[src/sv/cbc_pkg.sv]
// Shared types and constants of the cartridge bank controller.
package cbc_pkg;

  localparam logic [2:0] CT_NONE  = 3'd0;
  localparam logic [2:0] CT_MBC1  = 3'd1;
  localparam logic [2:0] CT_MBC1M = 3'd2;
  localparam logic [2:0] CT_MBC2  = 3'd3;
  localparam logic [2:0] CT_MBC3  = 3'd4;
  localparam logic [2:0] CT_MBC5  = 3'd5;

  localparam logic [2:0] REG_CONTROLLER_TYPE = 3'd0;
  localparam logic [2:0] REG_RAM_FITTED      = 3'd1;
  localparam logic [2:0] REG_RUMBLE_FITTED   = 3'd2;
  localparam logic [2:0] REG_RAM_BANK_COUNT  = 3'd3;
  localparam logic [2:0] REG_ROM_BANK_COUNT  = 3'd4;
  localparam logic [2:0] REG_RAM_SIZE_BYTES  = 3'd5;

  localparam logic [1:0] WIN_ENABLE   = 2'd0;
  localparam logic [1:0] WIN_ROM_BANK = 2'd1;
  localparam logic [1:0] WIN_RAM_BANK = 2'd2;
  localparam logic [1:0] WIN_MODE     = 2'd3;

  localparam logic [2:0] RAM_WINDOW = 3'b101;
  localparam logic [3:0] ENABLE_KEY = 4'hA;
  localparam logic [9:0] ROM_HIGH_BYTE_MIN = 10'd256;

  localparam int unsigned PADDR_W = 5;

  typedef struct packed {
    logic        mode;
    logic [15:0] bus_address;
    logic [7:0]  write_byte;
  } cbc_in_t;

  typedef struct packed {
    logic [7:0]  read_byte;
    logic [15:0] rom_bank;
    logic [3:0]  ram_bank;
    logic        ram_on;
  } cbc_out_t;

  typedef struct packed {
    logic [2:0]  controller_type;
    logic        ram_fitted;
    logic        rumble_fitted;
    logic [4:0]  ram_bank_count;
    logic [9:0]  rom_bank_count;
    logic [17:0] ram_size_bytes;
  } cbc_cfg_t;

  typedef struct packed {
    logic [15:0] rom_bank;
    logic [3:0]  ram_bank;
    logic [1:0]  high_bits;
    logic        banking_mode;
    logic        ram_en;
  } cbc_bank_t;

endpackage

[src/sv/cbc_bank.sv]
// Bank and enable registers with the controller-specific write decode.
module cbc_bank (
  input  logic              clk_i,
  input  logic              rst_ni,
  input  logic              wr_i,
  input  logic [15:0]       addr_i,
  input  logic [7:0]        data_i,
  input  cbc_pkg::cbc_cfg_t cfg_i,
  output cbc_pkg::cbc_bank_t bank_o
);

  cbc_pkg::cbc_bank_t bank_d, bank_q;
  logic [15:0] rb;
  logic [1:0]  win;
  logic        en_val;

  assign win    = addr_i[14:13];
  assign en_val = cfg_i.ram_fitted && (data_i[3:0] == cbc_pkg::ENABLE_KEY);

  always_comb begin
    bank_d = bank_q;
    rb     = bank_q.rom_bank;
    if (wr_i) begin
      case (cfg_i.controller_type)
        cbc_pkg::CT_MBC1, cbc_pkg::CT_MBC1M: begin
          case (win)
            cbc_pkg::WIN_ENABLE: begin
              bank_d.ram_en = en_val;
            end
            cbc_pkg::WIN_ROM_BANK: begin
              if (cfg_i.controller_type == cbc_pkg::CT_MBC1) begin
                rb = {9'd0, bank_q.rom_bank[6:5], data_i[4:0]};
              end else begin
                rb = {10'd0, bank_q.rom_bank[5:4], data_i[3:0]};
              end
              if (data_i[4:0] == 5'd0) begin
                rb = rb + 16'd1;
              end
            end
            cbc_pkg::WIN_RAM_BANK: begin
              bank_d.high_bits = data_i[1:0];
              if (bank_q.banking_mode) begin
                bank_d.ram_bank = {2'b00, data_i[1:0]};
              end
              if (cfg_i.controller_type == cbc_pkg::CT_MBC1) begin
                rb = {9'd0, data_i[1:0], bank_q.rom_bank[4:0]};
              end else begin
                rb = {10'd0, data_i[1:0], bank_q.rom_bank[3:0]};
              end
            end
            default: begin
              bank_d.banking_mode = data_i[0];
              bank_d.ram_bank     = data_i[0] ? {2'b00, bank_q.high_bits} : 4'd0;
            end
          endcase
        end
        cbc_pkg::CT_MBC2: begin
          case (win)
            cbc_pkg::WIN_ENABLE: begin
              if (!addr_i[8]) begin
                bank_d.ram_en = en_val;
              end
            end
            cbc_pkg::WIN_ROM_BANK: begin
              if (addr_i[8]) begin
                rb = (data_i[3:0] == 4'd0) ? 16'd1 : {12'd0, data_i[3:0]};
              end
            end
            default: begin
            end
          endcase
        end
        cbc_pkg::CT_MBC3: begin
          case (win)
            cbc_pkg::WIN_ENABLE: begin
              bank_d.ram_en = en_val;
            end
            cbc_pkg::WIN_ROM_BANK: begin
              rb = (data_i[6:0] == 7'd0) ? 16'd1 : {9'd0, data_i[6:0]};
            end
            cbc_pkg::WIN_RAM_BANK: begin
              bank_d.ram_bank = data_i[3:0];
            end
            default: begin
            end
          endcase
        end
        cbc_pkg::CT_MBC5: begin
          case (win)
            cbc_pkg::WIN_ENABLE: begin
              bank_d.ram_en = en_val;
            end
            cbc_pkg::WIN_ROM_BANK: begin
              if (!addr_i[12]) begin
                rb = {bank_q.rom_bank[15:8], data_i};
              end else if (cfg_i.rom_bank_count > cbc_pkg::ROM_HIGH_BYTE_MIN) begin
                rb = {data_i, bank_q.rom_bank[7:0]};
              end
            end
            cbc_pkg::WIN_RAM_BANK: begin
              bank_d.ram_bank = data_i[3:0];
            end
            default: begin
            end
          endcase
        end
        default: begin
        end
      endcase
    end
    bank_d.rom_bank = rb;
  end

  always_ff @(posedge clk_i or negedge rst_ni) begin
    if (!rst_ni) begin
      bank_q.rom_bank     <= 16'd1;
      bank_q.ram_bank     <= 4'd0;
      bank_q.high_bits    <= 2'd0;
      bank_q.banking_mode <= 1'b0;
      bank_q.ram_en       <= 1'b0;
    end else begin
      bank_q <= bank_d;
    end
  end

  assign bank_o = bank_q;

endmodule
[config.mk]
export PLATFORM = sky130hd
export DESIGN_NAME = cbc_bank
export DESIGN_NICKNAME = d
export VERILOG_FILES = /design/src/sv/cbc_pkg.sv /design/src/sv/cbc_bank.sv
export SDC_FILE = /design/constraint.sdc
export NUM_CORES = 1
export LEC_CHECK = 0
export ABC_AREA = 1
export BUFFER_PORTS_ARGS = -buffer_cell sky130_fd_sc_hd__buf_2
export CAP_MARGIN = 0
export CORE_MARGIN = 8
export CORE_UTILIZATION = 40
export CTS_BUF_LIST = sky130_fd_sc_hd__clkbuf_2
export DETAILED_ROUTE_END_ITERATION = 6
export PLACE_DENSITY = 0.72
export SETUP_SLACK_MARGIN = 0.4
export SLEW_MARGIN = 20
export SYNTH_ARGS = -nofsm -noshare
export SYNTH_HDL_FRONTEND = slang
export SYNTH_SLANG_ARGS = --single-unit
[constraint.sdc]
create_clock -name clk_i -period 2.3 [get_ports clk_i]
set_input_delay 0.575 -clock clk_i [delete_from_list [all_inputs] [get_ports clk_i]]
set_output_delay 0.575 -clock clk_i [all_outputs]
set_load 0.005 [all_outputs]
Yosys cells after proc, flatten, opt, wreduce, memory -nomap -nowiden
Index checks and enable logic that the tools add are counted.
- register bits: 24
- bits in latches: 0
- memory bits (writable): 0
- memory bits (read-only): 0
- input port bits: 65
- output and inout port bits: 24
- logic and storage cells: 82
- memories: 0
- add/subtract/negate cells: 1
- multipliers: 0
- div/mod/pow operators: 0
- $lt $le $gt $ge: 1
- equal/unequal tests: 25
- shift operators: 0
- mux-type cells: 25
- bitwise gates (word level): 1
- reductions and logical operators: 21
- operator list (operator ; number):
    16-bit two-way mux ; 10
    16-bit case mux with 4 select lines ; 1
    16-bit case mux with 2 select lines ; 1
    9-bit AND reduction ; 3
    2-bit inequality test (second input constant) ; 12
    7-bit two-way mux ; 3
    16-bit by 1-bit adder with 16-bit output (second input constant) ; 1
    4-bit case mux with 2 select lines ; 2
    4-bit two-way mux ; 3
    10-bit by 9-bit > comparator with 1-bit output (second input constant) ; 1
    5-bit AND reduction ; 2
    3-bit inequality test (second input constant) ; 3
    8-bit AND reduction ; 1
    7-bit logical NOT ; 1
    3-bit by 2-bit equality test with 1-bit output (second input constant) ; 2
    3-bit equality test (second input constant) ; 2
    3-bit AND reduction ; 2
    2-bit OR reduction ; 3
    5-bit logical NOT ; 1
    4-bit equality test (second input constant) ; 1
    4-bit logical NOT ; 1
    2-bit by 1-bit inequality test with 1-bit output (second input constant) ; 2
    2-bit nonzero test ; 2
    4-bit nonzero test ; 1
    11 further kinds ; 13

Depth between registers and ports, before layout
- depth in word-level cells: 9
- gate-level depth with buffers: 10
- gate-level depth less buffers: 10

Least setup slack after synthesis
No wires, ideal clock.
- kind: input to register
- start point: input port addr_i[13]
- end point: register bank_q, in the netlist bank_o[13]
- setup time: 116 ps
- arrival: 1606 ps
- setup slack: 578 ps
- stages on the path: 10
- buffers on the path: 0
- cells stage by stage: inv_1 -> ha_1 -> inv_1 -> nand2_1 -> nor2_1 -> nand2_1 -> nand3_1 -> nor2_1 -> nand2_1 -> nand2_1
- longest elaborated chain between the ends: 3
- ends and longest elaborated chain (item ; RTL line ; RTL):
    start, declared ; cbc_bank.sv:6 ; input logic [15:0] addr_i,
    2-bit equality test or 2-bit by 1-bit equality test with 1-bit output (tied branches) ; cbc_bank.sv:26, cbc_bank.sv:58, cbc_bank.sv:74 ;
    16-bit case mux with 2 select lines, or another cell as far along ; cbc_bank.sv:26 ; case (win)
    16-bit case mux with 4 select lines or 8-bit AND reduction (tied branches) ; n/a ;
    end signal, assigned ; cbc_bank.sv:122 ; bank_q <= bank_d;
    end, declared ; cbc_bank.sv:12 ; cbc_pkg::cbc_bank_t bank_d, bank_q;
Several ways; a longest one is shown, not always the timed one.
A chain may end at the register's enable or synchronous reset.

Final worst setup path
- start point: input port addr_i[13]
- end point: register bank_q, in the netlist bank_o[5]
- longest elaborated chain between the ends: 4
- ends and longest elaborated chain (item ; RTL line):
    2-bit by 1-bit equality test with 1-bit output or 2-bit logical NOT (tied branches) ; cbc_bank.sv:26
    2-bit OR reduction (no line) ; n/a
    4-bit case mux with 2 select lines or 2-bit inequality test (tied branches) ; n/a
    4-bit case mux with 2 select lines or 5-bit AND reduction (tied branches) ; n/a
Several ways; a longest one is shown, not always the timed one.

==> summary.txt <==
Routing
  – Number of DRC markers in iteration 0: 102
  – # DRC: 0
  – Routed WL: 4.85 mm
  – 1st-pass router iterations: 4
  – Post-detailed-route via-to-cell ratio: ~5
  – Count of antenna-violating nets left after detailed routing: 0
  – Total vias in the final route: 1890
  – Drt wl/cell: 13.1 µm

Cells and area
  – Number of filler instances in the final layout: 458
  – Final design area excluding fillers: between 2000 and 2500 µm²
  – Number of flip-flops under the largest register name: 24
  – Area delta synth->final: 21.0%
  – Antenna diode instance count: 0
  – Commonest non-fill, non-tap cells in the layout: 86 x nand2_1, 52 x buf_2, 27 x nor2_1, 26 x nand3_1, 23 x dfrtp_1
  – Core Util, Final: 0.497
  – Share of post-route cells with drive strength above 1: 0.248
  – Most common library cell in the layout ignoring fill and taps: nand2_1
  – Layout net count: 391
  – Final std cells w/o fill: 370

CTS
  – Sinks on Clock Net: 24
  – H-tree depth: 1
  – Setup repair bufs after CTS: 0
  – CTS resizes: 0
  – Clock Tree Buf Depth: 2
  – Clock buffers created by TritonCTS: 3
  – TritonCTS clock tree: built
  – Hold-fix buffers, CTS: 0
  – Buffer cell driving the clock tree root: clkbuf_2
  – Clock Pin Slew Worst Setup and Hold Paths: 0.23 ns
  – Clock latency reported for the late side of the worst-skew pair: 0.33 ns

Global routing
  – Via count of the first global-routing pass: 1851
  – Congestion Overflow GR: 0
  – Global-route wire length before repair: 8.39 mm
  – Total track usage: 0.155
  – Initial antenna violation count: 0
  – Pin count of the biggest net entering global routing: 25

Critical path
  – CP required: between 2 and 3 ns
  – Peak fanout along the critical path: 8
  – Arrival time at the worst endpoint: 1.89 ns
  – Crit path cell chain: buf_2, inv_1, ha_1, inv_1, nor2_1, o31ai_1, nand3_1, nand2_1, o21ai_1
  – Sort of element at the end of the critical path: register
  – Delay of the slowest cell on the worst path: 0.30 ns
  – Startpoint kind of the worst setup timing path: input pin
  – Critical path class: in -> reg
  – Critical-path top delay cell: nand3_1
  – Worst r2r path cells: 5
  – Most used cell along the critical path: inv_1

Synthesis
  – Sequential cell area fraction in the yosys report: 0.341
  – Number of unique standard cell types used by synthesis: 28
  – Count of mapped cells out of synthesis: 259
  – Synthesized-area fraction occupied by ao, oa, aoi and oai cells: 0.0943
  – Average cell area after synthesis: 6.82 µm²
  – Synth warnings: 0
  – Proportion of synthesized area in mux cells: 0
  – Area share of fa/ha/maj cells after synthesis: 0.0496
  – Synthesized netlist net count: 331
  – #FFs+latches synth: 24
  – Share of the synthesized netlist area taken by xor and xnor gates: 0
  – Cell area after synthesis: 1770 µm²
  – Basic-gate share of the synthesized area counting and, or, nand and nor cells: 0.460
  – Largest family of logic cells by synthesized area: simple AND/OR/NAND/NOR gates

STA
  – Endpoints failing hold: 0
  – Pins over their slew limit: 0
  – Peak Freq: between 0.6 and 0.7 GHz
  – Final-report setup violation count: 0
  – Final min period: ~1.6 ns
  – Final setup TNS: 0 ns
  – Setup repair after global routing missed its margin: false
  – Max_slew headroom: 0.650
  – Slew at the pin closest to its max-slew limit: roughly 0.52 ns
  – Period utilisation layout: 0.715
  – Final Skew: 0.000683 ns

Placement
  – Number of input and output port buffers inserted: 52
  – Total placed cells including tap cells: 366
  – Post-place instance area: between 2000 and 2500 µm²
  – Final Wtd Congestion: 0.902
  – Estimated wirelength of the detail-placed design: 3.96 mm

Die
  – Die Wd: 82.4 µm
  – Vertical die dimension: 82.4 µm
  – Number of cell rows: 24
  – I/O pins: 89
  – Effective utilization at floorplan: 0.411
  – Area of the die: 6800 µm²
  – Total core area: roughly 4300 µm²

Power and ir drop
  – Pwr/cell area: 480 nW/µm²
  – Standby leakage power: 1.19 nW
  – Worst VDD drop: 157 µV

Flow run
  – Number of max-cap violations: 0

Hold path
  – Worst hold path class: in -> async

Outcome
  – Status: finished, final reports clean
[Yosys cell counts (all sizes together)]
cell type	n	area (µm²)
nor2	32	156
clkinv	1	3.75
o21ai	16	80.1
nor3b	1	7.51
nand4	14	87.6
clkbuf	1	3.75
inv	24	90.1
o211ai	5	37.5
nand2	90	353
dfrtp	23	576
o31ai	1	7.51
ha	7	87.6
dfstp	1	26.3
a21o	1	7.51
nand3	29	168
nor3	7	40.0
a21oi	6	33.8
[metrics by stage]
stage | hold WS [ns] | power, mW | setup slack, ns
after floorplan | 0.279 | 0.713 | 0.578
after global placement | 0.450 | 0.862 | 0.288
after detailed placement | 0.457 | 0.871 | 0.279
after CTS | 0.167 | 1.04 | 0.665
after global routing | 0.175 | 1.11 | 0.516
final | 0.163 | 1.02 | 0.655
[kinds of logic after synthesis]
kind of cell | Yosys count
flops | 24
buf+inv | 26
compound gates | 29
fa+ha+maj | 7
simple gates | 173
[area by class of cell]
class / count / area [µm²] / share of cell area
Inverter: 25 / 93.8 / 0.0439
Multi-Input combinational cell: 209 / 1070 / 0.499
Timing Repair Buffer: 56 / 290 / 0.136
Tap cell: 52 / 65.1 / 0.0305
Clock buffer: 3 / 15.0 / 0.00703
Clock inverter: 1 / 3.75 / 0.00176
Sequential cell: 24 / 602 / 0.282
[layer usage]
layer	track usage	routed length [µm]	vias to the layer above
li1	-	-	985
met1	0.202	2170	842
met2	0.258	2250	57
met3	0.0249	387	6
met4	0.0439	44	0
met5	0	0	-
[power breakdown]
part	leakage (nW)	internal, mW	switching (mW)
Sequential	0.319	0.483	0.0343
Combinational	0.857	0.137	0.205
Clock	0.0140	0.0378	0.127
[final timing paths]
check | from | to | slack (ns)
worst max-delay path | addr_i[13] | bank_o[5] | 0.66
worst min-delay path | rst_ni | bank_o[23] | 0.16
worst max register to register | bank_o[1] | bank_o[5] | 1.04
worst min register to register | bank_o[8] | bank_o[8] | 0.48
max in group asynchronous | rst_ni | bank_o[8] | 1.76
min in group clk_i | bank_o[8] | bank_o[8] | 0.48
[worst max-delay path, delay by kind of cell]
family                   cells  cell delay (ns)
AND/OR/NAND/NOR              3             0.49
buffers and inverters        3             0.36
AO/OA/AOI/OAI                2             0.27
adder cells (fa/ha/maj)      1             0.20
(Power assumes the default switching activity.)
